## config.mk

```make
export PLATFORM = sky130hd
export DESIGN_NAME = rgb_to_hsl_converter_unit_flat
export DESIGN_NICKNAME = d
export VERILOG_FILES = /design/src/rtl/rhc_pkg.sv /design/src/rtl/rhc_if.sv /design/src/rtl/rhc_front.sv /design/src/rtl/rhc_cell.sv /design/src/rtl/rgb_to_hsl_converter_unit.sv /design/src/flat_wrapper.sv
export SDC_FILE = /design/constraint.sdc
export NUM_CORES = 2
export LEC_CHECK = 0
export BUFFER_PORTS_ARGS = -buffer_cell sky130_fd_sc_hd__buf_2
export CORE_ASPECT_RATIO = 0.6
export CORE_UTILIZATION = 40
export DETAILED_ROUTE_END_ITERATION = 8
export SLEW_MARGIN = 20
export SYNTH_ARGS = -nofsm -noshare
export SYNTH_HDL_FRONTEND = slang
export SYNTH_HIERARCHICAL = 1
export SYNTH_SLANG_ARGS = --single-unit
```

## constraint.sdc

```tcl
create_clock -name clk -period 8.09 [get_ports clk]
set_input_delay 0.809 -clock clk [delete_from_list [all_inputs] [get_ports clk]]
set_output_delay 0.809 -clock clk [all_outputs]
set_load 0.02 [all_outputs]
```

## src/rtl/rhc_pkg.sv

```systemverilog
// ----------------------------------------------------------------------------
// rhc_pkg: RGB to HSL converter shared definitions
// Widths, per-lane divider state and the output fitting helper.
// ----------------------------------------------------------------------------
package rhc_pkg;

  localparam int FRACTION_BITS = 16;
  localparam int CHAN_W        = 8;
  localparam int COLOR_W       = 3 * CHAN_W;
  localparam int OUT_W         = 16;

  // quotient bits per division, one divider cell per bit
  localparam int QUO_W = FRACTION_BITS + 1;
  // divisor width: largest divisor is 12 * 255
  localparam int DIV_W = 12;
  // rounding numerator width: largest is (6*255 << (FRACTION_BITS+1)) + 6*255
  localparam int NUM_W = FRACTION_BITS + 12;

  typedef struct packed {
    logic [DIV_W-1:0] rem;  // partial remainder
    logic [QUO_W-1:0] nq;   // numerator bits still to shift in, quotient bits shifted out
    logic [DIV_W-1:0] div;  // divisor
  } lane_t;

  typedef struct packed {
    lane_t hue;
    lane_t sat;
    lane_t light;
  } cell_data_t;

  function automatic logic [OUT_W-1:0] fit_out(input logic [QUO_W-1:0] q);
    logic [OUT_W+QUO_W-1:0] ext;
    ext = {{OUT_W{1'b0}}, q};
    return ext[OUT_W-1:0];
  endfunction

endpackage

```

## src/rtl/rhc_if.sv

```systemverilog
// ----------------------------------------------------------------------------
// rhc_if: stream channels of the RGB to HSL converter
// Pixel channel and HSL result channel, valid/ready handshake.
// ----------------------------------------------------------------------------
interface rhc_pixel_if;
  logic                       valid;
  logic                       ready;
  logic [rhc_pkg::COLOR_W-1:0] color;

  modport source (output valid, output color, input ready);
  modport sink   (input valid, input color, output ready);
endinterface

interface rhc_hsl_if;
  logic                     valid;
  logic                     ready;
  logic [rhc_pkg::OUT_W-1:0] hue;
  logic [rhc_pkg::OUT_W-1:0] saturation;
  logic [rhc_pkg::OUT_W-1:0] lightness;

  modport source (output valid, output hue, output saturation, output lightness,
                  input ready);
  modport sink   (input valid, input hue, input saturation, input lightness,
                  output ready);
endinterface

```

## src/rtl/rhc_front.sv

```systemverilog
// ----------------------------------------------------------------------------
// rhc_front: pixel front end
// Two stages: max/min and hue sector, then rounding numerators and divisors
// for the hue, saturation and lightness divider lanes.
// ----------------------------------------------------------------------------
module rhc_front (
  input  logic                clk,
  input  logic                rst,
  rhc_pixel_if.sink           pixel,
  output logic                out_valid,
  input  logic                out_ready,
  output rhc_pkg::cell_data_t out_data
);
  import rhc_pkg::*;

  localparam int SUM_W   = CHAN_W + 1;
  localparam int HNUM_W  = CHAN_W + 3;
  localparam int ChanMax = (1 << CHAN_W) - 1;
  localparam int TwoMax  = 2 * ChanMax;
  localparam int LightDiv = 2 * TwoMax;

  typedef enum logic [2:0] {
    SECT_RED   = 3'b001,
    SECT_GREEN = 3'b010,
    SECT_BLUE  = 3'b100
  } sector_t;

  function automatic lane_t make_lane(input logic [NUM_W-1:0] n,
                                      input logic [DIV_W-1:0] d);
    lane_t l;
    l.rem = DIV_W'(n[NUM_W-1:QUO_W]);
    l.nq  = n[QUO_W-1:0];
    l.div = d;
    return l;
  endfunction

  // ---------------- stage A ----------------
  logic [CHAN_W-1:0] r, g, b, mx_rg, mn_rg, mx, mn;
  logic [CHAN_W-1:0] plus_c, minus_c;
  sector_t           sector_c;

  logic              a_valid, a_ready;
  logic [SUM_W-1:0]  a_sum;
  logic [CHAN_W-1:0] a_spread, a_plus, a_minus;
  sector_t           a_sector;

  logic              b_ready;

  always_comb begin
    r     = pixel.color[CHAN_W-1:0];
    g     = pixel.color[2*CHAN_W-1:CHAN_W];
    b     = pixel.color[3*CHAN_W-1:2*CHAN_W];
    mx_rg = (g > r) ? g : r;
    mn_rg = (g < r) ? g : r;
    mx    = (b > mx_rg) ? b : mx_rg;
    mn    = (b < mn_rg) ? b : mn_rg;
    if (r == mx) begin
      sector_c = SECT_RED;
      plus_c   = g;
      minus_c  = b;
    end else if (g == mx) begin
      sector_c = SECT_GREEN;
      plus_c   = b;
      minus_c  = r;
    end else begin
      sector_c = SECT_BLUE;
      plus_c   = r;
      minus_c  = g;
    end
  end

  assign a_ready     = !a_valid || b_ready;
  assign pixel.ready = a_ready;

  always_ff @(posedge clk) begin
    if (rst) begin
      a_valid <= 1'b0;
    end else if (a_ready) begin
      a_valid <= pixel.valid;
    end
  end

  always_ff @(posedge clk) begin
    if (a_ready && pixel.valid) begin
      a_sum    <= SUM_W'(mx) + SUM_W'(mn);
      a_spread <= mx - mn;
      a_sector <= sector_c;
      a_plus   <= plus_c;
      a_minus  <= minus_c;
    end
  end

  // ---------------- stage B ----------------
  logic [HNUM_W-1:0] six, base, hsum, num;
  logic [SUM_W-1:0]  den;
  logic [NUM_W-1:0]  hue_n, sat_n, light_n, sat_full, light_full;
  logic [DIV_W-1:0]  hue_d, sat_d;
  logic              gray;
  cell_data_t        lanes;

  always_comb begin
    six = (HNUM_W'(a_spread) << 2) + (HNUM_W'(a_spread) << 1);
    unique case (a_sector)
      SECT_RED:   base = '0;
      SECT_GREEN: base = HNUM_W'(a_spread) << 1;
      SECT_BLUE:  base = HNUM_W'(a_spread) << 2;
      default:    base = '0;
    endcase
    hsum = base + HNUM_W'(a_plus);
    // negative angle wraps by one turn
    if (hsum < HNUM_W'(a_minus)) begin
      num = hsum + six - HNUM_W'(a_minus);
    end else begin
      num = hsum - HNUM_W'(a_minus);
    end
    gray = (a_spread == '0);

    hue_n = (NUM_W'(num) << (FRACTION_BITS + 1)) + NUM_W'(six);
    hue_d = DIV_W'({six, 1'b0});

    den = (a_sum < SUM_W'(ChanMax)) ? a_sum : SUM_W'(TwoMax) - a_sum;
    sat_full = (NUM_W'(a_spread) << FRACTION_BITS) - NUM_W'(a_spread);
    sat_n    = (sat_full << 1) + NUM_W'(den);
    sat_d    = DIV_W'({den, 1'b0});

    light_full = (NUM_W'(a_sum) << FRACTION_BITS) - NUM_W'(a_sum);
    light_n    = (light_full << 1) + NUM_W'(TwoMax);

    if (gray) begin
      hue_n = '0;
      hue_d = DIV_W'(1);
      sat_n = '0;
      sat_d = DIV_W'(1);
    end

    lanes.hue   = make_lane(hue_n, hue_d);
    lanes.sat   = make_lane(sat_n, sat_d);
    lanes.light = make_lane(light_n, DIV_W'(LightDiv));
  end

  assign b_ready = !out_valid || out_ready;

  always_ff @(posedge clk) begin
    if (rst) begin
      out_valid <= 1'b0;
    end else if (b_ready) begin
      out_valid <= a_valid;
    end
  end

  always_ff @(posedge clk) begin
    if (b_ready && a_valid) begin
      out_data <= lanes;
    end
  end

endmodule

```

## src/rtl/rhc_cell.sv

```systemverilog
// ----------------------------------------------------------------------------
// rhc_cell: one restoring divider step
// Shifts one numerator bit into each lane's remainder, produces one
// quotient bit per lane and hands the result to the next cell.
// ----------------------------------------------------------------------------
module rhc_cell (
  input  logic                clk,
  input  logic                rst,
  input  logic                in_valid,
  output logic                in_ready,
  input  rhc_pkg::cell_data_t in_data,
  output logic                out_valid,
  input  logic                out_ready,
  output rhc_pkg::cell_data_t out_data
);
  import rhc_pkg::*;

  function automatic lane_t div_step(input lane_t l);
    logic [DIV_W:0] t;
    logic           ge;
    lane_t          s;
    t     = {l.rem, l.nq[QUO_W-1]};
    ge    = (t >= {1'b0, l.div});
    s.div = l.div;
    s.nq  = {l.nq[QUO_W-2:0], ge};
    s.rem = ge ? DIV_W'(t - {1'b0, l.div}) : DIV_W'(t);
    return s;
  endfunction

  cell_data_t step_data;

  always_comb begin
    step_data.hue   = div_step(in_data.hue);
    step_data.sat   = div_step(in_data.sat);
    step_data.light = div_step(in_data.light);
  end

  assign in_ready = !out_valid || out_ready;

  always_ff @(posedge clk) begin
    if (rst) begin
      out_valid <= 1'b0;
    end else if (in_ready) begin
      out_valid <= in_valid;
    end
  end

  always_ff @(posedge clk) begin
    if (in_ready && in_valid) begin
      out_data <= step_data;
    end
  end

endmodule

```

## src/rtl/rgb_to_hsl_converter_unit.sv

```systemverilog
// ----------------------------------------------------------------------------
// rgb_to_hsl_converter_unit: RGB to HSL converter
// Pipeline: 2 front-end stages plus one cell per quotient bit (17 cells).
// Throughput: one pixel per cycle while hsl.ready is not held low; every
// stage holds one pixel in flight.
// Reset clears the valid flags only; data registers are not reset.
// ----------------------------------------------------------------------------
module rgb_to_hsl_converter_unit (
  input  logic       clk,
  input  logic       rst,
  rhc_pixel_if.sink  pixel,
  rhc_hsl_if.source  hsl
);
  import rhc_pkg::*;

  logic       valid [QUO_W+1];
  logic       ready [QUO_W+1];
  cell_data_t data  [QUO_W+1];

  rhc_front u_front (
    .clk       (clk),
    .rst       (rst),
    .pixel     (pixel),
    .out_valid (valid[0]),
    .out_ready (ready[0]),
    .out_data  (data[0])
  );

  for (genvar i = 0; i < QUO_W; i++) begin : g_cell
    rhc_cell u_cell (
      .clk       (clk),
      .rst       (rst),
      .in_valid  (valid[i]),
      .in_ready  (ready[i]),
      .in_data   (data[i]),
      .out_valid (valid[i+1]),
      .out_ready (ready[i+1]),
      .out_data  (data[i+1])
    );
  end

  // last cell register is the output register
  assign hsl.valid      = valid[QUO_W];
  assign ready[QUO_W]   = hsl.ready;
  // hue rounding up to a full turn wraps to zero
  assign hsl.hue        = fit_out({1'b0, data[QUO_W].hue.nq[FRACTION_BITS-1:0]});
  assign hsl.saturation = fit_out(data[QUO_W].sat.nq);
  assign hsl.lightness  = fit_out(data[QUO_W].light.nq);

endmodule
```

## src/flat_wrapper.sv

```systemverilog
// flat-port wrapper written by rule: the top's interface ports become plain ports
module rgb_to_hsl_converter_unit_flat import rhc_pkg::*;
  (clk, rst, pixel_valid, pixel_color, pixel_ready, hsl_valid, hsl_hue, hsl_saturation, hsl_lightness, hsl_ready);
  rhc_pixel_if pixel_i ();
  rhc_hsl_if hsl_i ();
  input  logic clk;
  input  logic rst;
  input wire logic [$bits(pixel_i.valid)-1:0] pixel_valid;
  input wire logic [$bits(pixel_i.color)-1:0] pixel_color;
  output wire logic [$bits(pixel_i.ready)-1:0] pixel_ready;
  output wire logic [$bits(hsl_i.valid)-1:0] hsl_valid;
  output wire logic [$bits(hsl_i.hue)-1:0] hsl_hue;
  output wire logic [$bits(hsl_i.saturation)-1:0] hsl_saturation;
  output wire logic [$bits(hsl_i.lightness)-1:0] hsl_lightness;
  input wire logic [$bits(hsl_i.ready)-1:0] hsl_ready;
  assign pixel_i.valid = pixel_valid;
  assign pixel_i.color = pixel_color;
  assign pixel_ready = pixel_i.ready;
  assign hsl_valid = hsl_i.valid;
  assign hsl_hue = hsl_i.hue;
  assign hsl_saturation = hsl_i.saturation;
  assign hsl_lightness = hsl_i.lightness;
  assign hsl_i.ready = hsl_ready;
  rgb_to_hsl_converter_unit u_core (.clk(clk), .rst(rst), .pixel(pixel_i), .hsl(hsl_i));
endmodule
```

== After elaboration in Yosys (flattened, before gate mapping) ==
Cells that the tools add are included.

* Add/sub/neg operators: 61
* $lt $le $gt $ge: 57
* Eq/ne operators: 4
* Mux-type cells: 62
* Reductions and logical operators: 58

{| class="wikitable"
|+ Operators with widths
! operator !! number
|-
| $mux 12 || 48
|-
| $ge 13x12->1 || 32
|-
| $sub 12x12->12 || 32
|-
| $ge 13x10->1 const B || 16
|-
| $sub 12x10->12 const B || 16
|-
| $mux 8 || 8
|-
| $add 27x10->28 const B || 1
|-
| $add 28x11->28 || 1
|-
| $add 26x10->27 || 1
|-
| $sub 25x9->26 || 1
|-
| $sub 24x8->25 || 1
|-
| $ge 12x12->1 || 2
|-
| $sub 11x8->11 || 2
|-
| $pmux 10 s2 || 1
|-
| $logic_and 1x1->1 || 19
|-
| $logic_not 1->1 || 19
|-
| $logic_or 1x1->1 || 19
|-
| $eq 8x8->1 || 2
|-
| $gt 8x8->1 || 2
|-
| $lt 8x8->1 || 2
|-
| $ge 12x10->1 const B || 1
|-
| $add 10x9->11 || 1
|-
| $add 11x11->11 || 1
|-
| $add 11x8->11 || 1
|-
| other kinds (12) || 13
|}

* Register bits: 1987
* Input port bits: 28
* Output and inout port bits: 50
* Word-level logic and storage cells: 407

== Logic depth before layout (Yosys ltp) ==
* Word-level depth: 21
* Gate-level depth with buffers: 27

== Modules after synthesis ==
Netlist, hierarchy kept.

{| class="wikitable"
|+ Modules (own cells, without submodules)
! module !! times used !! cells each !! area an instance (sq um) !! sequential area each (sq um)
|-
| rhc_cell (u_core.g_cell[0].u_cell ...) || 16 || 429 || 6064.6 || 3713.6
|-
| rhc_front || 1 || 1106 || 10299.9 || 3583.4
|-
| rhc_cell (u_core.g_cell[2].u_cell) || 1 || 423 || 5914.4 || 3713.6
|}

== Least setup slack after synthesis ==
OpenSTA, ideal clock, no wires.

* Path type: input -> register
* Start: in hsl_ready
* End: reg u_core/u_front/out_data[100] in the netlist's numbering, enable pin
* Setup time: 0.535 ns
* Arrival time: 6.626 ns
* Required time: 7.555 ns
* Setup slack: 0.929 ns
* Cell stages on the path: 19
* Cells stage by stage: nand2b_1 > nand2b_1 > nand2b_1 > nand2b_1 > nand2b_1 > nand2b_1 > nand2b_1 > nand2b_1 > nand2b_1 > nand2b_1 > nand2b_1 > nand2b_1 > nand2b_1 > nand2b_1 > nand2b_1 > nand2b_1 > nand2b_1 > nor2b_1 > nor2b_1

{| class="wikitable"
|+ RTL lines
! what !! RTL line !! RTL
|-
| start, declared || flat_wrapper.sv:15 || <nowiki>input wire logic [$bits(hsl_i.ready)-1:0] hsl_ready;</nowiki>
|-
| end signal, assigned || rhc_front.sv:153 || <nowiki>out_data <= lanes;</nowiki>
|-
| end, declared || rhc_front.sv:12 || <nowiki>output rhc_pkg::cell_data_t out_data</nowiki>
|}

==> run metrics <==
fin worst setup slack=2320 ps; worst-path maximum fanout=4; width of the chip=674 um; WP data required=7280 ps; Synth Instances=8103; DRC viols=0; ANT cells=0; RSZ-0062 raised after global routing=false; Post CTS Setup Buffer Count=0; # hold bufs at CTS=0; CP cell instances=nand2b_1 > nand2b_1 > nand2b_1 > nand2b_1 > nand2b_1 > nand2b_1 > nand2b_1 > nand2b_1 > nand2b_1 > nand2b_1 > nand2b_1 > nand2b_1 > nand2b_1 > nand2b_1 > nand2b_1 > nand2b_1 > nand2b_1 > nor2b_1 > nand2_1 > buf_2; Die H=405 um; Slew @ Worst Pin=1080 ps; via/cell ratio=5.17; pre-CTS setup slack=1810 ps; total gr overflow=0; Hold Violations, Final=0; cell mode on critical path=nand2b_1; Num Clock Sinks=2105; Overall Power=26700 uW; 1st-iter DRT viols=4918; Area Overhead vs Synth=9.71%; all-layer global routing usage=15.7%; status=complete, no violations; Critical Path Start Type=flip-flop; Cell Area, Synth=0.108 mm^2; RePlAce Congestion=0.866; LEAKAGE=0.0453 uW; Initial Util=40.3%; Avg WL per Cell=18.1 um; Final Max Slew Viols=0; H-tree lvl count=4; Crit Path Category=reg2out; Min-Delay Path Class=in2reg; num ports=78; worst rel slew slack=28.2%; setup_tns=0 ps; crit share post-route=71.3%; worst reg-to-reg setup slack=3170 ps; Routed Wire Length=217000 um; Root Driver=clkbuf_16; # port buffers=77; critical path arrival=4960 ps; max cap viols=0; first-pass GRT wire length=347000 um; vias in the first global route=61200; Via Count=62000; minimum clock period=5770 ps; CTS tree=yes; Clock Skew=72.5 ps; fraction of layout cells with a size suffix above 1=12.3%; Placement Rows=147; Routed Antenna Nets=0; clk_lat worst skew=870 ps; Mapped Avg Cell Area=13.4 um^2; CP peak stage delay=340 ps; Peak Freq=0.173 GHz; placed wire-length estimate=160000 um; largest net degree at the start of global routing=121; post-placement cell count=11600; slowest CP cell=dfxtp_1; Synth warnings=6; Buf/Inv on CP=1; Resize count post-CTS=0; pwr/cell area=225 mW/mm^2; fin cells=12000; Finish-stage setup viols=0; die footprint=0.273 mm^2; CP delay by family, top=simple AND/OR/NAND/NOR gates; initial antenna violation count=4; TritonCTS buffer count=208; Clock Pin Slew Worst Setup and Hold Paths=60 ps; maximum VDD drop=0.260 mV; DRT Pass-1 Iters=6; CP endpoint kind=output pin; placeable core area=0.268 mm^2; nets@finish=9068; clk buf depth=4
path summary, 6_finish.rpt:
check                                                      startpoint  cells after the start                               endpoint
worst max-delay path               u_core/g_cell[16].u_cell/out_valid                     20                            pixel_ready
worst min-delay path                                      pixel_valid                      3                 u_core/u_front/a_valid
worst max register to register     u_core/g_cell[16].u_cell/out_valid                     20               u_core/u_front/a_plus[0]
worst min register to register  u_core/g_cell[7].u_cell/out_data[107]                      0  u_core/g_cell[8].u_cell/out_data[108]
sequential cells by signal, indices dropped and copies added, names as in the netlist, 3 cells and up:
register	count
u_core/u_front/a_sector	3
u_core/u_front/a_minus	8
u_core/g_cell.u_cell/out_data	1968
u_core/u_front/a_sum	9
u_core/u_front/a_spread	7
u_core/g_cell.u_cell/out_valid	17
u_core/u_front/out_data	83
u_core/u_front/a_plus	8
metrics by stage:
| stage | hold slack, ps | cell area, um^2 | util [%] |
|---|---|---|---|
| 2_1_floorplan | 400 | 108000 | - |
| 3_3_place_gp | 401 | 112000 | 41.8 |
| 3_5_place_dp | 405 | 112000 | 41.8 |
| 4_1_cts | 196 | 119000 | 44.3 |
| 5_1_grt | 249 | 119000 | 44.3 |
| 6_report | 261 | 119000 | 44.3 |
metal layers:
metal	global-route usage (%)	wire length [um]	vias to the layer above
met4	3.15	3670	0
met5	0	0	-
met3	2.19	10100	275
met2	22.4	86800	1425
met1	25.2	116000	30000
li1	-	-	30300
where the power goes:
part           leakage (uW)  total (uW)  switching, uW  internal [uW]
combinational        0.0230        4530           2560           1970
sequential           0.0191       12700            292          12400
clock               0.00321        9540           4130           5410
area by class of cell:
type	instances	area [um^2]
clock buffers	248	5480
clock inverters	122	1170
fillers	23600	150000
inverters	841	3160
multi-input cells	5012	40800
flip-flops and latches	2105	63000
well taps	3576	4470
repair buffers	105	658
worst register-to-register path: stages, from the launching register on:
cell	delay [ps]
dfxtp_1	340
nand2b_1	90
nand2b_1	190
nand2b_1	180
nand2b_1	170
nand2b_1	180
nand2b_1	180
nand2b_1	180
nand2b_1	180
nand2b_1	180
nand2b_1	190
nand2b_1	180
nand2b_1	180
nand2b_1	220
nand2b_1	220
nand2b_1	190
nand2b_1	180
nand2b_1	190
nor2b_1	330
nand2_1	170
and2_2	510
cells in the final DEF (no fill, tap or decap), types with 211 or more instances in the layout:
master and n:
a21oi_1 378, clkbuf_16 211, edfxtp_1 2086, ha_1 705, inv_1 838, mux2_4 217, nand2_1 338, nor2_1 479
o21ai_0 267, xnor2_1 239, xor2_1 224
Note: power is estimated with default switching activity, not from simulation.
